$ cat config.mk
export PLATFORM = sky130hd
export DESIGN_NAME = rle_delta_frame_decoder_unit
export DESIGN_NICKNAME = d
export VERILOG_FILES = /design/src/hw/rtl/rdf_pkg.sv /design/src/hw/rtl/rle_delta_frame_decoder_unit.sv
export VERILOG_INCLUDE_DIRS = /design/src /design/src/hw/rtl
export SDC_FILE = /design/constraint.sdc
export NUM_CORES = 1
export LEC_CHECK = 0
export ABC_AREA = 1
export BUFFER_PORTS_ARGS = -buffer_cell sky130_fd_sc_hd__buf_2
export CAP_MARGIN = 20
export CORE_ASPECT_RATIO = 0.9
export CORE_UTILIZATION = 54
export DETAILED_ROUTE_END_ITERATION = 10
export PLACE_DENSITY = 0.88
export SLEW_MARGIN = 20
export SYNTH_ARGS = -nofsm -noshare
export SYNTH_HDL_FRONTEND = slang
export SYNTH_SLANG_ARGS = --single-unit
$ cat constraint.sdc
create_clock -name i_clk -period 3.7 [get_ports i_clk]
set_input_delay 0.185 -clock i_clk [delete_from_list [all_inputs] [get_ports i_clk]]
set_output_delay 0.185 -clock i_clk [all_outputs]
set_load 0.01 [all_outputs]
$ cat src/hw/rtl/assert_macros.svh
// ============================================================================
// Assertion macros
// Shared wrappers for the concurrent checks in the RTL.
// ============================================================================
`ifndef ASSERT_MACROS_SVH
`define ASSERT_MACROS_SVH

// Generic clocked check with an active-low reset that disables it.
`define ASSERT_CLK(lbl, clk, rst_n, prop, msg) \
    lbl: assert property (@(posedge clk) disable iff (!rst_n) prop) else $error(msg);

// Check on the block clock and reset.
`define ASSERT_CHK(lbl, prop, msg) \
    `ASSERT_CLK(lbl, i_clk, i_rst_n, prop, msg)

`endif

$ cat src/hw/rtl/rdf_pkg.sv
// ============================================================================
// rdf_pkg
// Types, codes and helpers of the delta-coded frame decoder.
// ============================================================================
package rdf_pkg;

    localparam int unsigned POS_W   = 17;
    localparam int unsigned LEN_W   = 12;
    localparam int unsigned BYTE_W  = 8;
    localparam logic [POS_W-1:0] POS_MAX = '1;

    localparam logic [LEN_W-1:0]  STRIDE_RST = 12'd320;
    localparam logic [POS_W-1:0]  FRAME_RST  = 17'd64000;
    localparam logic [BYTE_W-1:0] FILL_RST   = 8'hff;

    // Register indexes on the configuration port.
    localparam logic [1:0] REG_LINE_STRIDE = 2'd0;
    localparam logic [1:0] REG_FRAME_BYTES = 2'd1;
    localparam logic [1:0] REG_FILL_VALUE  = 2'd2;

    // Opcodes and opcode classes (high nibble).
    localparam logic [7:0] OPC_END       = 8'h00;
    localparam logic [7:0] OPC_NEXT_LINE = 8'h10;
    localparam logic [3:0] HI_SKIP4      = 4'h2;
    localparam logic [3:0] HI_SKIP12     = 4'h3;
    localparam logic [3:0] HI_FILL4      = 4'h4;
    localparam logic [3:0] HI_FILL12     = 4'h5;
    localparam logic [3:0] HI_LIT4       = 4'h6;
    localparam logic [3:0] HI_LIT12      = 4'h7;
    localparam logic [3:0] HI_REP4       = 4'h8;
    localparam logic [3:0] HI_REP12      = 4'h9;

    typedef enum logic [1:0] {
        PH_OPCODE = 2'd0,
        PH_COUNT  = 2'd1,
        PH_DATA   = 2'd2
    } t_phase;

    typedef enum logic [1:0] {
        OC_SKIP    = 2'd0,
        OC_FILL    = 2'd1,
        OC_LITERAL = 2'd2,
        OC_REPEAT  = 2'd3
    } t_op_class;

    typedef enum logic [1:0] {
        KIND_RUN     = 2'd0,
        KIND_END     = 2'd1,
        KIND_UNKNOWN = 2'd2
    } t_kind;

    // Position add that sticks at the largest address.
    function automatic logic [POS_W-1:0] sat_add(input logic [POS_W-1:0] a,
                                                 input logic [POS_W-1:0] b);
        logic [POS_W:0] s;
        s = {1'b0, a} + {1'b0, b};
        return s[POS_W] ? POS_MAX : s[POS_W-1:0];
    endfunction

endpackage

$ cat src/hw/rtl/rle_delta_frame_decoder_unit.sv
// ============================================================================
// rle_delta_frame_decoder_unit
// Decodes the byte stream of one delta-coded frame into write descriptors.
// ============================================================================
// The decoder takes one coded byte per transfer and produces at most one write
// descriptor per byte, so it sustains one byte per clock cycle while the
// output is not stalled: the byte is captured in an input register, then the
// opcode decode, the position adders and the out-of-frame compare run
// combinationally and land in the result register together with the updated
// line base, column and parser state. Either register advances whenever the
// stage after it is free or is being emptied in the same cycle, so a new byte
// is taken while a finished descriptor still waits on the output. Skip and
// next-line codes produce no descriptor; a fill or repeat run and each literal
// data byte produce one descriptor with start address, length and value; the
// end code produces a frame-done descriptor and moves back to the frame
// origin; an unknown code produces a report at the current address and is
// otherwise ignored. Line base, column and run addresses saturate at the top
// of the 17-bit address space. The registers line_stride (0x0), frame_bytes
// (0x4) and fill_value (0x8) sit on an APB-style port that always completes
// in its access cycle and should be written only while the decoder is idle.
module rle_delta_frame_decoder_unit (
    input  logic                        i_clk,
    input  logic                        i_rst_n,
    // Coded byte input
    input  logic                        i_valid,
    output logic                        o_ready,
    input  logic [rdf_pkg::BYTE_W-1:0]  i_code_byte,
    // Descriptor output
    output logic                        o_valid,
    input  logic                        i_ready,
    output logic [1:0]                  o_kind,
    output logic [rdf_pkg::POS_W-1:0]   o_run_address,
    output logic [rdf_pkg::LEN_W-1:0]   o_run_length,
    output logic [rdf_pkg::BYTE_W-1:0]  o_run_value,
    output logic                        o_out_of_frame,
    // Configuration port
    input  logic                        psel,
    input  logic                        penable,
    input  logic                        pwrite,
    input  logic [3:0]                  paddr,
    input  logic [31:0]                 pwdata,
    output logic [31:0]                 prdata,
    output logic                        pready
);
    import rdf_pkg::*;

    `include "assert_macros.svh"

    // ------------------------------------------------------------------
    // Configuration registers
    // ------------------------------------------------------------------
    logic [LEN_W-1:0]  r_line_stride;
    logic [POS_W-1:0]  r_frame_bytes;
    logic [BYTE_W-1:0] r_fill_value;
    logic              cfg_wr;

    assign pready = 1'b1;
    assign cfg_wr = psel && penable && pwrite;

    always_ff @(posedge i_clk) begin
        if (!i_rst_n) begin
            r_line_stride <= STRIDE_RST;
            r_frame_bytes <= FRAME_RST;
            r_fill_value  <= FILL_RST;
        end else if (cfg_wr) begin
            case (paddr[3:2])
                REG_LINE_STRIDE: r_line_stride <= pwdata[LEN_W-1:0];
                REG_FRAME_BYTES: r_frame_bytes <= pwdata[POS_W-1:0];
                REG_FILL_VALUE:  r_fill_value  <= pwdata[BYTE_W-1:0];
                default: ;
            endcase
        end
    end

    always_comb begin
        case (paddr[3:2])
            REG_LINE_STRIDE: prdata = {{(32-LEN_W){1'b0}}, r_line_stride};
            REG_FRAME_BYTES: prdata = {{(32-POS_W){1'b0}}, r_frame_bytes};
            REG_FILL_VALUE:  prdata = {{(32-BYTE_W){1'b0}}, r_fill_value};
            default:         prdata = '0;
        endcase
    end

    // ------------------------------------------------------------------
    // Pipeline control: input register, then result register.
    // ------------------------------------------------------------------
    logic              r_in_valid;
    logic [BYTE_W-1:0] r_in_byte;
    logic              r_out_valid;
    logic              advance;

    assign advance = r_in_valid && (!r_out_valid || i_ready);
    assign o_ready = !r_in_valid || advance;
    assign o_valid = r_out_valid;

    always_ff @(posedge i_clk) begin
        if (!i_rst_n) begin
            r_in_valid <= 1'b0;
        end else if (o_ready) begin
            r_in_valid <= i_valid;
        end
    end

    always_ff @(posedge i_clk) begin
        if (i_valid && o_ready) begin
            r_in_byte <= i_code_byte;
        end
    end

    // ------------------------------------------------------------------
    // Parser state
    // ------------------------------------------------------------------
    t_phase            r_phase,      n_phase;
    t_op_class         r_op_class,   n_op_class;
    logic [3:0]        r_count_high, n_count_high;
    logic [LEN_W-1:0]  r_remaining,  n_remaining;
    logic [POS_W-1:0]  r_line_base,  n_line_base;
    logic [POS_W-1:0]  r_column,     n_column;

    // Result of the decode for the byte in the input register.
    logic              emit;
    t_kind             res_kind;
    logic [POS_W-1:0]  res_addr;
    logic [LEN_W-1:0]  res_len;
    logic [BYTE_W-1:0] res_val;
    logic              res_oof;

    logic [3:0]        hi, lo;
    logic [LEN_W-1:0]  cnt12;
    logic [POS_W-1:0]  cur_addr;
    logic              run_req;
    logic [LEN_W-1:0]  run_len;
    logic [BYTE_W-1:0] run_val;
    logic              col_adv;
    logic [LEN_W-1:0]  col_add;
    logic              unknown;
    logic [LEN_W-1:0]  rem_dec;
    logic [POS_W:0]    run_end;

    assign hi       = r_in_byte[7:4];
    assign lo       = r_in_byte[3:0];
    assign cnt12    = {r_count_high, r_in_byte};
    assign cur_addr = sat_add(r_line_base, r_column);
    assign rem_dec  = (r_remaining != '0) ? r_remaining - 1'b1 : '0;

    always_comb begin
        n_phase      = r_phase;
        n_op_class   = r_op_class;
        n_count_high = r_count_high;
        n_remaining  = r_remaining;
        n_line_base  = r_line_base;
        run_req      = 1'b0;
        run_len      = '0;
        run_val      = '0;
        col_adv      = 1'b0;
        col_add      = '0;
        unknown      = 1'b0;
        emit         = 1'b0;
        res_kind     = KIND_RUN;

        case (r_phase)
            PH_COUNT: begin
                // Low byte of a 12-bit count.
                n_phase = PH_OPCODE;
                case (r_op_class)
                    OC_SKIP: begin
                        col_adv = 1'b1;
                        col_add = cnt12;
                    end
                    OC_FILL: begin
                        run_req = 1'b1;
                        run_len = cnt12;
                        run_val = r_fill_value;
                    end
                    OC_LITERAL: begin
                        if (cnt12 != '0) begin
                            n_remaining = cnt12;
                            n_phase     = PH_DATA;
                        end
                    end
                    default: begin
                        // A zero repeat count still consumes its value byte.
                        n_remaining = cnt12;
                        n_phase     = PH_DATA;
                    end
                endcase
            end
            PH_DATA: begin
                if (r_op_class == OC_LITERAL) begin
                    n_remaining = rem_dec;
                    if (rem_dec == '0) begin
                        n_phase = PH_OPCODE;
                    end
                    run_req = 1'b1;
                    run_len = LEN_W'(1);
                    run_val = r_in_byte;
                end else begin
                    n_phase     = PH_OPCODE;
                    n_remaining = '0;
                    run_req     = 1'b1;
                    run_len     = r_remaining;
                    run_val     = r_in_byte;
                end
            end
            default: begin
                n_phase = PH_OPCODE;
                if (r_in_byte == OPC_END) begin
                    emit     = 1'b1;
                    res_kind = KIND_END;
                end else if (r_in_byte == OPC_NEXT_LINE) begin
                    n_line_base = sat_add(r_line_base, {{(POS_W-LEN_W){1'b0}}, r_line_stride});
                end else begin
                    case (hi)
                        HI_SKIP4: begin
                            col_adv = 1'b1;
                            col_add = {{(LEN_W-4){1'b0}}, lo};
                        end
                        HI_SKIP12, HI_FILL12, HI_LIT12, HI_REP12: begin
                            n_op_class   = t_op_class'(2'((hi - 4'd3) >> 1));
                            n_count_high = lo;
                            n_phase      = PH_COUNT;
                        end
                        HI_FILL4: begin
                            if (lo == 4'd0) begin
                                unknown = 1'b1;
                            end else begin
                                run_req = 1'b1;
                                run_len = {{(LEN_W-4){1'b0}}, lo};
                                run_val = r_fill_value;
                            end
                        end
                        HI_LIT4, HI_REP4: begin
                            if (lo == 4'd0) begin
                                unknown = 1'b1;
                            end else begin
                                n_op_class  = (hi == HI_LIT4) ? OC_LITERAL : OC_REPEAT;
                                n_remaining = {{(LEN_W-4){1'b0}}, lo};
                                n_phase     = PH_DATA;
                            end
                        end
                        default: unknown = 1'b1;
                    endcase
                end
            end
        endcase

        // A run of zero length writes nothing and leaves the column alone.
        if (run_req && run_len != '0) begin
            emit     = 1'b1;
            res_kind = KIND_RUN;
            col_adv  = 1'b1;
            col_add  = run_len;
        end
        if (unknown) begin
            emit     = 1'b1;
            res_kind = KIND_UNKNOWN;
        end

        // Column update; the end and next-line codes return to column zero.
        if (r_phase != PH_COUNT && r_phase != PH_DATA &&
            (r_in_byte == OPC_END || r_in_byte == OPC_NEXT_LINE)) begin
            n_column = '0;
        end else if (col_adv) begin
            n_column = sat_add(r_column, {{(POS_W-LEN_W){1'b0}}, col_add});
        end else begin
            n_column = r_column;
        end
        if (res_kind == KIND_END && emit) begin
            n_line_base = '0;
        end
    end

    // Descriptor fields. Non-write kinds carry zero length, value and flag.
    assign run_end = {1'b0, cur_addr} + {{(POS_W+1-LEN_W){1'b0}}, run_len};

    always_comb begin
        case (res_kind)
            KIND_RUN: begin
                res_addr = cur_addr;
                res_len  = run_len;
                res_val  = run_val;
                res_oof  = run_end > {1'b0, r_frame_bytes};
            end
            KIND_UNKNOWN: begin
                res_addr = cur_addr;
                res_len  = '0;
                res_val  = '0;
                res_oof  = 1'b0;
            end
            default: begin
                res_addr = '0;
                res_len  = '0;
                res_val  = '0;
                res_oof  = 1'b0;
            end
        endcase
    end

    always_ff @(posedge i_clk) begin
        if (!i_rst_n) begin
            r_phase      <= PH_OPCODE;
            r_op_class   <= OC_SKIP;
            r_count_high <= '0;
            r_remaining  <= '0;
            r_line_base  <= '0;
            r_column     <= '0;
            r_out_valid  <= 1'b0;
        end else begin
            if (advance) begin
                r_phase      <= n_phase;
                r_op_class   <= n_op_class;
                r_count_high <= n_count_high;
                r_remaining  <= n_remaining;
                r_line_base  <= n_line_base;
                r_column     <= n_column;
            end
            if (advance) begin
                r_out_valid <= emit;
            end else if (i_ready) begin
                r_out_valid <= 1'b0;
            end
        end
    end

    logic [1:0]        r_kind;
    logic [POS_W-1:0]  r_run_address;
    logic [LEN_W-1:0]  r_run_length;
    logic [BYTE_W-1:0] r_run_value;
    logic              r_out_of_frame;

    always_ff @(posedge i_clk) begin
        if (advance && emit) begin
            r_kind         <= res_kind;
            r_run_address  <= res_addr;
            r_run_length   <= res_len;
            r_run_value    <= res_val;
            r_out_of_frame <= res_oof;
        end
    end

    assign o_kind         = r_kind;
    assign o_run_address  = r_run_address;
    assign o_run_length   = r_run_length;
    assign o_run_value    = r_run_value;
    assign o_out_of_frame = r_out_of_frame;

    // ------------------------------------------------------------------
    // Checks
    // ------------------------------------------------------------------
    `ASSERT_CHK(a_run_nonzero, (o_valid && o_kind == KIND_RUN) |-> (o_run_length != '0), "write descriptor with zero length")
    `ASSERT_CHK(a_report_clean, (o_valid && o_kind != KIND_RUN) |-> (o_run_length == '0 && o_run_value == '0 && !o_out_of_frame), "non-write descriptor carries run data")
    `ASSERT_CHK(a_end_at_origin, (o_valid && o_kind == KIND_END) |-> (o_run_address == '0), "frame-done descriptor away from origin")
    `ASSERT_CHK(a_in_hold, (r_in_valid && !advance) |=> (r_in_valid && $stable(r_in_byte)), "input register lost a stalled byte")

endmodule

Yosys cells after proc, flatten, opt, wreduce, memory -nomap -nowiden

Cells that the tools add are included.

Add/subtract/negate cells: 6
Order comparisons: 1
Eq/ne operators: 28
Multiplexer cells: 77
Bitwise logic cells: 3
Reduce and logical (&&, ||, !) cells: 44

Operators by type and width:

| kind                                                   | number |
|---|---|
| two-way mux 17 bit                                     | 9 |
| two-way mux 12 bit                                     | 11 |
| one-hot mux 12 bit (2 select lines)                    | 4 |
| adder 17 x 12 -> 18 bit                                | 3 |
| one-hot mux 17 bit (3 select lines)                    | 1 |
| two-way mux 8 bit                                      | 5 |
| nonzero test 12 bit                                    | 3 |
| two-way mux 4 bit                                      | 7 |
| two-way mux 1 bit                                      | 23 |
| adder 17 x 17 -> 18 bit                                | 1 |
| greater-than comparator 18 x 17 -> 1 bit               | 1 |
| two-way mux 2 bit                                      | 9 |
| equality test 4 x 3 -> 1 bit (second input constant)   | 4 |
| one-hot mux 2 bit (2 select lines)                     | 4 |
| one-hot mux 8 bit (2 select lines)                     | 1 |
| zero test 12 bit                                       | 1 |
| subtractor 12 x 1 -> 12 bit (second input constant)    | 1 |
| AND reduction 2 bit                                    | 5 |
| logical AND 1 bit                                      | 9 |
| inequality test 3 x 1 -> 1 bit (second input constant) | 3 |
| equality test 2 x 1 -> 1 bit (second input constant)   | 4 |
| equality test 2 bit (second input constant)            | 4 |
| equality test 4 x 2 -> 1 bit (second input constant)   | 2 |
| equality test 4 bit (second input constant)            | 2 |
| 22 further kinds                                       | 42 |

Bits in registers: 141
Output and inout bits: 75
Word-level logic and storage cells: 176

Depth between registers and ports, before layout

Gate-level depths: netlist of run 1.

Depth in word-level cells: 14
Gate-level depth with buffers: 32
Gate-level depth less buffers: 32

Least setup slack after synthesis of run 1

No wires, ideal clock.

Kind: flip-flop to flip-flop
Start point: register r_line_base[4]
End point: register r_out_of_frame (netlist: o_out_of_frame), data pin
Setup time: 262 ps
Data arrival time: 3755 ps
Data required time: 3438 ps
Path slack: -317 ps
Stages on the path, launching flop included: 32
Buffers on the path: 1
Period minus slack after synthesis: 4017 ps
Path through: dfxtp_1 > ha_1 > nand2_1 > inv_1 > nand2_1 > nand3_1 > nand2_1 > nand2_1 > nand2_1 > nand2_1 > inv_1 > clkbuf_1 > nand2_1 > ha_1 > nand2_1 > nor2_1 > nand3_1 > nand3_1 > a21oi_1 > nor2_1 > xnor2_1 > ha_1 > nand2_1 > nor2_1 > a211oi_1 > nand2_1 > nand2_1 > nand2_1 > nand2_1 > nand2_1 > nand2_1 > a21oi_1

Word-level cells in the longest chain between the ends: 4

Ends and longest elaborated chain:

| what                                     | line                                | RTL |
|---|---|---|
| from (decl)                              | rle_delta_frame_decoder_unit.sv:117 | `logic [POS_W-1:0] r_line_base, n_line_base;` |
| from (signal assigned)                   | rle_delta_frame_decoder_unit.sv:314 | `r_line_base <= n_line_base;` |
| adder 17 x 17 -> 18 bit                  | rdf_pkg.sv:56                       | `s = {1'b0, a} + {1'b0, b};` |
| two-way mux 17 bit                       | rdf_pkg.sv:57                       | `return s[POS_W] ? POS_MAX : s[POS_W-1:0];` |
| named net cur_addr[9]                    | rle_delta_frame_decoder_unit.sv:130 | `logic [POS_W-1:0] cur_addr;` |
| adder 17 x 12 -> 18 bit                  | rle_delta_frame_decoder_unit.sv:274 | `assign run_end = {1'b0, cur_addr} + {{(POS_W+1-LEN_W){1'b0}}, run_len};` |
| greater-than comparator 18 x 17 -> 1 bit | rle_delta_frame_decoder_unit.sv:282 | `res_oof = run_end > {1'b0, r_frame_bytes};` |
| to (signal assigned)                     | rle_delta_frame_decoder_unit.sv:337 | `r_out_of_frame <= res_oof;` |
| to (decl)                                | rle_delta_frame_decoder_unit.sv:329 | `logic r_out_of_frame;` |

The timed path passes the listed nets, and every way through them passes these cells.
A chain may end at the register's enable or synchronous reset.

Worst setup path after layout of run 1

Start point: register r_column[0]
End point: register r_out_of_frame (netlist: o_out_of_frame), data pin

Word-level cells in the longest chain between the ends: 4

Ends and longest elaborated chain:

| what                                     | line                                | RTL |
|---|---|---|
| from (decl)                              | rle_delta_frame_decoder_unit.sv:118 | `logic [POS_W-1:0] r_column, n_column;` |
| from (signal assigned)                   | rle_delta_frame_decoder_unit.sv:315 | `r_column <= n_column;` |
| adder 17 x 17 -> 18 bit                  | rdf_pkg.sv:56                       |  |
| two-way mux 17 bit                       | rdf_pkg.sv:57                       |  |
| named net cur_addr[6]                    | rle_delta_frame_decoder_unit.sv:130 |  |
| adder 17 x 12 -> 18 bit                  | rle_delta_frame_decoder_unit.sv:274 |  |
| greater-than comparator 18 x 17 -> 1 bit | rle_delta_frame_decoder_unit.sv:282 |  |

The timed path passes the listed nets, and every way through them passes these cells.

==> run_results.csv, run 1 <==
group,metric,value,unit
setup_path,setup.worst_path.class,"reg -> reg",
die,die-width,150,µm
synth,yosysSeqAreaShare,31.1,%
sta,finalClockSkew,0.0116,ns
synth,mappedNetlistArea,10600,µm²
synth,syn_avg_cell_area,6.75,µm²
final_layout,syn_to_final_growth,35.2,%
drt,num_vias,12800,
clocking,cts_buffer_depth,2,
synth,yosysUniqueCellTypes,46,
clocking,clk_root_buffer_cell,"clkbuf_16",
hold_path,hp-start,"pwdata[10]",
global_routing,via_count_of_the_first_global_routing_pass,12200,
drt,route.antenna.remaining_nets,0,
setup_path,required,3.90,ns
drt,detail_route.iter0.violations,1438,
die,floorplan.core_area,19200,µm²
setup_path,cp-end-kind,"register",
synth,synth-edff-count,48,
synth,ys_warn_count,0,
job,total_of_max_cap_violations,0,
hold_path,hold_path_end,"r_line_stride[10]",
power_and_ir_drop,total_leakage_power,7.26,nW
clocking,cts.htree.levels,4,
synth,ys_ff_latch,141,
sta,maxSlewViolCount,0,
final_layout,finalNonFillerCells,2140,
setup_path,critical_path_buf_inv_count,3,
die,floorplan.initialDensity,55.2,%
drt,drt_wl_total,40.1,mm
clocking,cts_tree,"done",
sta,finalSetupViolCount,18,
drt,remaining_drc_errors,0,
final_layout,final.fill_count,1258,
power_and_ir_drop,power_density,268,nW/µm²
setup_path,timing.rr.start,"r_column[0]",
setup_path,slowest_delay,0.35,ns
die,num_io_pins,126,
final_layout,nets,2010,
outcome,status,"finished with violations",
sta,timing.max_slew.rel_slack,28.5,%
power_and_ir_drop,ir_worst_vdd,0.000324,V
setup_path,ff2ff_setup_slack,-0.74,ns
final_layout,finish.instance_area,14300,µm²
die,die_height,135,µm
synth,yosysTopAreaCellShare,17.5,%
setup_path,critical_path.slowest_cell,"dfxtp_2",
synth,cell_types_occupying_the_most_area_after_synthesis,"dfxtp_1, nand2_1, edfxtp_1",
die,die_area,20200,µm²
final_layout,final_util,74.6,%
sta,layout_worst_path_cycle_share,120,%
placed_design,place.port_buffers,92,
sta,finalCriticalPeriod,4.44,ns
synth,cell_type_contributing_the_most_total_cell_area_after_synthesis,"dfxtp_1",
setup_path,critPathTopFamily,"simple AND/OR/NAND/NOR gates",
synth,fraction_of_registers_with_async_set_reset,0,%
placed_design,routabilityCongestion,1.06,
clocking,cts_inserted_buffers,17,
placed_design,post-dp-hpwl,25.8,mm
sta,finalWorstSetupSlack,-0.740,ns
placed_design,standard_cell_area_after_detailed_placement,12700,µm²
clocking,cts.reportedPaths.clkPinSlew,0.06,ns
die,num_rows,48,
sta,rsz_0062_raised_after_global_routing,"yes",
outcome,violations,"negative setup slack",
hold_path,hold_wc_path_type,"in -> reg",
clocking,worstSkewPairLatency,0.44,ns
sta,hold_ws,0.0137,ns
sta,hold_viol_final,0,
global_routing,largest_net_degree_at_the_start_of_global_routing,51,
synth,postSynth.topFlopCell,"dfxtp_1",
synth,postSynthCellCount,1571,
placed_design,dp.cells,2062,
sta,timing_worst_slew_pin_value,1.07,ns
setup_path,timing.reg2reg.worst_path_depth,29,
setup_path,worst_r2r_endpoint,"o_out_of_frame",
drt,vias_per_cell,6.00,
setup_path,start_kind,"register",
setup_path,critPathArrivalTime,4.64,ns
global_routing,antenna_violations_before_repair,1,
sta,fmaxAchievable,225,MHz
setup_path,worst_path_most_repeated_cell,"nand2_1",
final_layout,layout-drive-gt1-share,26.6,%
drt,drt_pre_antenna_iters,8,
clocking,cts_sinks,141,
final_layout,area_occupied_by_multi_input_gates,6950,µm²
global_routing,wire_length_of_the_first_global_routing_pass,59.8,mm
hold_path,hold-path-cell-count,3,
drt,wl_per_cell,18.8,µm
setup_path,worstPathMaxFanout,4,
final_layout,layout.area.seq,3310,µm²
global_routing,overall_global_routing_usage,38.2,%
global_routing,gr-total-overflow,0,
-- kinds of logic after synthesis --
logic type | after synthesis | share of synthesized area (%)
xor+xnor | 41 | 3.38
simple gates | 737 | 29.0
fa+ha+maj | 83 | 10.1
flops | 141 | 31.1
other cells | 2 | 0.0708
compound gates | 285 | 15.4
buf+inv | 282 | 10.9
-- state kept, by name (all words and copies together), names as in the netlist --
register	count
r_line_stride	12
r_frame_bytes	17
r_count_high	4
o_run_value	8
o_run_address	17
o_out_of_frame	1
o_run_length	12
r_line_base	17
r_phase	2
r_in_valid	1
r_remaining	12
r_in_byte	8
o_valid	1
r_fill_value	8
r_op_class	2
r_column	17
o_kind	2
-- cells in the mapped netlist (4+ instances only) --
cell / instances
and2_1: 4
ha_1: 79
xnor2_1: 24
dfxtp_1: 93
o21bai_1: 7
nand3_1: 118
nand3b_1: 4
o221ai_1: 7
o22ai_1: 16
inv_1: 219
xor2_1: 17
fa_1: 4
nand4_1: 14
or2_2: 7
edfxtp_1: 48
nor3_1: 6
clkbuf_1: 28
buf_4: 17
nand2_2: 12
nor2_1: 122
nand2_1: 440
inv_2: 4
o21ai_0: 77
o211ai_1: 19
a21oi_1: 125
buf_2: 6
o31ai_1: 8
a21oi_2: 11
-- worst reg2reg max path, delay by kind of cell (launching register included) --
family	cells	cell delay, ns
adders and majority gates	4	1.03
AOI/OAI and AO/OA	6	1.05
and+or+nand+nor	14	1.26
DFF	1	0.35
xor gates and xnor gates	2	0.26
buffers and inverters	3	0.26
-- placed cells by master (no fill, tap or decap), types with 8 or more instances in the layout --
master         count
nand2_1          412
inv_1            211
buf_4            206
nand3_1          112
a21oi_1          110
nor2_1           107
buf_2             93
dfxtp_1           87
o21ai_0           73
ha_1              56
edfxtp_1          48
nand2_2           30
a21oi_2           24
xnor2_1           23
ha_4              21
dlygate4sd3_1     21
o211ai_1          19
clkbuf_16         17
xor2_1            16
o22ai_1           16
conb_1            16
nand4_1           14
nand2_4           12
nor2_2            11
inv_2             10
nor2_4             8
-- cell type report --
type	count	share of cell area, %
Timing Repair Buffer	329	16.3
Inverter	225	5.92
Tap cell	250	2.18
Multi-Input combinational cell	1162	48.4
Clock inverter	14	1.12
Sequential cell	141	23.1
Antenna cell	1	0.0174
Clock buffer	18	2.99
-- routing by layer --
layer | wire length [µm] | GRT usage (%) | vias up | share of wire, %
met3 | 4410 | 13.1 | 329 | 11
met1 | 14300 | 41.4 | 5860 | 36
met4 | 3050 | 26.0 | 0 | 7.6
li1 | - | - | 5720 | -
met2 | 18400 | 62.7 | 935 | 46
met5 | 0 | 1.25 | - | 0
-- power breakdown --
group          switching (W)  internal (W)  leakage, nW
clock network       0.000750       0.00100        0.279
logic               0.000269      0.000149         5.78
registers          0.0000245       0.00165         1.20
total                0.00104       0.00280         7.26
-- stage by stage --
step,power (W),worst slack (ns),TNS [ns]
3_5_place_dp,0.00206,-0.446,-3.09
3_3_place_gp,0.00205,-0.207,-2.49
4_1_cts,0.00379,-0.387,-0.434
5_1_grt,0.00394,-0.886,-7.60
2_1_floorplan,0.00192,0.0185,0
6_report,0.00385,-0.740,-4.38
-- timing repair --
item                                   in CTS  in global routing
endpoints found under the hold margin      23                  0
buffers inserted                           17                  7
setup endpoints to repair                  18                 18
hold buffers                               21                  0
gates resized for setup                    68                 79
cloned                                      1                  0
pin swaps                                  25                 34
-- worst max-delay path by stage --
stage                          from        endpoint  cells past startpoint
floorplan              r_column[12]  o_out_of_frame                     29
global placement     r_line_base[4]  o_out_of_frame                     29
detailed placement   r_line_base[3]  o_out_of_frame                     29
CTS                  r_line_base[0]  o_out_of_frame                     30
global route        r_line_base[11]  o_out_of_frame                     27
finish                  r_column[0]  o_out_of_frame                     29
(Power assumes the default switching activity.)
==> run 2: changes to the inputs <==
Settings changed: CORE_UTILIZATION 54 to 50, PLACE_DENSITY 0.88 to 0.83.
==> run 2 against run 1 <==
Compared with the run above: the flow still finishes with violations (negative setup slack); utilization shrank 2.3 points; clock power is essentially flat; global-route usage shrank 5.0 points; routed wire length grew 3.0%; cell count grew 3.3%; die area grew 7.9%; maximum frequency shrank 4.1%; critical path type unchanged.
==> run_results.csv, run 2 (same netlist as run 1, synthesis figures left out) <==
group,metric,value,unit
outcome,status,"finished with violations",
outcome,violations,"negative setup slack",
setup_path,timing.reg2reg.worst_path_depth,31,
setup_path,required,3.90,ns
die,num_rows,50,
final_layout,insertedDiodeCount,0,
sta,rsz_0062_raised_after_global_routing,"yes",
die,die_height,140,µm
final_layout,mostFrequentLayoutCells,"nand2_1, buf_4, inv_1",
placed_design,routabilityCongestion,0.997,
die,floorplan.core_area,20800,µm²
clocking,cts.htree.levels,4,
global_routing,gr-total-overflow,0,
setup_path,cp-end-kind,"register",
sta,fmaxAchievable,216,MHz
power_and_ir_drop,ir_worst_vdd,0.000309,V
global_routing,antenna_violations_before_repair,0,
setup_path,worst_path_most_repeated_cell,"nand2_1",
power_and_ir_drop,power_density,254,nW/µm²
clocking,worstSkewPairLatency,0.45,ns
setup_path,timing.rr.start,"r_line_base[8]",
drt,drt_wl_total,41.3,mm
drt,remaining_drc_errors,0,
drt,detail_route.iter0.violations,1805,
clocking,cts.reportedPaths.clkPinSlew,0.07,ns
setup_path,setup.worst_path.class,"reg -> reg",
setup_path,critical_path_buf_inv_count,4,
sta,hold_viol_final,0,
hold_path,hp-start,"pwdata[0]",
sta,finalSetupViolCount,2,
hold_path,hold_wc_path_type,"in -> reg",
clocking,cts_inserted_buffers,17,
clocking,cts_tree,"done",
clocking,cts_sinks,141,
final_layout,syn_to_final_growth,41.6,%
clocking,clk_root_buffer_cell,"clkbuf_16",
final_layout,area_occupied_by_multi_input_gates,7280,µm²
setup_path,ff2ff_setup_slack,-0.93,ns
sta,setup_tns,-0.930,ns
power_and_ir_drop,total_power,0.00382,W
die,die-width,156,µm
drt,drt_pre_antenna_iters,9,
setup_path,slowest_delay,0.40,ns
die,floorplan.initialDensity,51.1,%
drt,route.antenna.remaining_nets,0,
die,die_area,21800,µm²
setup_path,critPathArrivalTime,4.83,ns
clocking,cts_buffer_depth,2,
final_layout,final.fill_count,1455,
power_and_ir_drop,total_leakage_power,7.47,nW
setup_path,start_kind,"register",
drt,num_vias,12900,
global_routing,wire_length_of_the_first_global_routing_pass,56.8,mm
hold_path,hold-path-cell-count,3,
placed_design,post-dp-hpwl,25.2,mm
final_layout,nets,2045,
setup_path,critical_path.slowest_cell,"xnor2_2",
sta,finalWorstSetupSlack,-0.930,ns
sta,timing.max_slew.rel_slack,28.9,%
setup_path,critPathTopFamily,"simple AND/OR/NAND/NOR gates",
final_layout,final_common_cell,"nand2_1",
sta,finalClockSkew,0.0114,ns
final_layout,layout-drive-gt1-share,32.3,%
placed_design,placement.setup.worst_slack,-0.402,ns
global_routing,largest_net_degree_at_the_start_of_global_routing,51,
job,total_of_max_cap_violations,0,
die,num_io_pins,126,
sta,maxSlewViolCount,0,
global_routing,via_count_of_the_first_global_routing_pass,11500,
hold_path,hold_path_end,"r_fill_value[0]",
final_layout,layout.area.seq,3330,µm²
drt,wl_per_cell,18.7,µm
sta,layout_worst_path_cycle_share,125,%
setup_path,worstPathMaxFanout,6,
sta,timing_worst_slew_pin_value,1.07,ns
final_layout,final_util,72.3,%
setup_path,worst_r2r_endpoint,"o_out_of_frame",
sta,finalCriticalPeriod,4.63,ns
global_routing,overall_global_routing_usage,33.1,%
placed_design,place.port_buffers,92,
drt,vias_per_cell,5.81,
==> run 2: how the worst max path moves through the flow <==
stage	from	endpoint	slack, ns	depth (start not counted)
floorplan	r_column[12]	o_out_of_frame	0.02	29
global placement	r_line_base[0]	o_out_of_frame	-0.20	30
detailed placement	r_line_base[0]	o_out_of_frame	-0.40	31
CTS	r_line_base[0]	o_out_of_frame	-0.21	28
global route	r_line_base[4]	o_out_of_frame	-1.13	28
finish	r_line_base[8]	o_out_of_frame	-0.93	31
==> run 2: metrics by stage <==
step	hold slack (ns)	instance area, µm²	std cells
2_1_floorplan	0.284	10800	1585
3_3_place_gp	0.362	12800	2111
3_5_place_dp	0.364	12800	2111
4_1_cts	0.000745	14200	2193
5_1_grt	0.0185	15000	2210
6_report	0.00997	15000	2210
==> run 2: tightest hold or removal path, cell delays in order <==
cell	delay, ns
buf_2	0.11
nand2_1	0.05
o211ai_1	0.06
==> run 2: layout make-up <==
type | count | area share [%]
Clock buffer | 18 | 3.00
Inverter | 225 | 5.64
Clock inverter | 14 | 0.866
Timing Repair Buffer | 364 | 17.5
Multi-Input combinational cell | 1162 | 48.5
Sequential cell | 141 | 22.2
Tap cell | 286 | 2.38
==> run 2: layer usage <==
metal  global-route usage (%)  vias to the layer above  part of all wire, %
li1                         -                     5793                    -
met4                     18.2                        0                  8.1
met3                     6.34                      313                   10
met2                     55.9                      955                   46
met1                     39.7                     5789                   36
met5                        0                        -                    0
==> run 2: where the power goes <==
group / total (W) / switching [W] / internal, W
logic: 0.000417 / 0.000270 / 0.000147
registers: 0.00167 / 0.0000228 / 0.00165
clock network: 0.00173 / 0.000761 / 0.000973
total: 0.00382 / 0.00105 / 0.00277
==> run 2: timing repair <==
item | 4_1_cts | 5_1_grt
endpoints found under the hold margin | 18 | 0
hold buffers | 16 | 0
pin swaps | 33 | 65
gates cloned | 0 | 1
resized for setup | 75 | 175
setup buffers | 34 | 24
setup endpoints to repair | 18 | 19
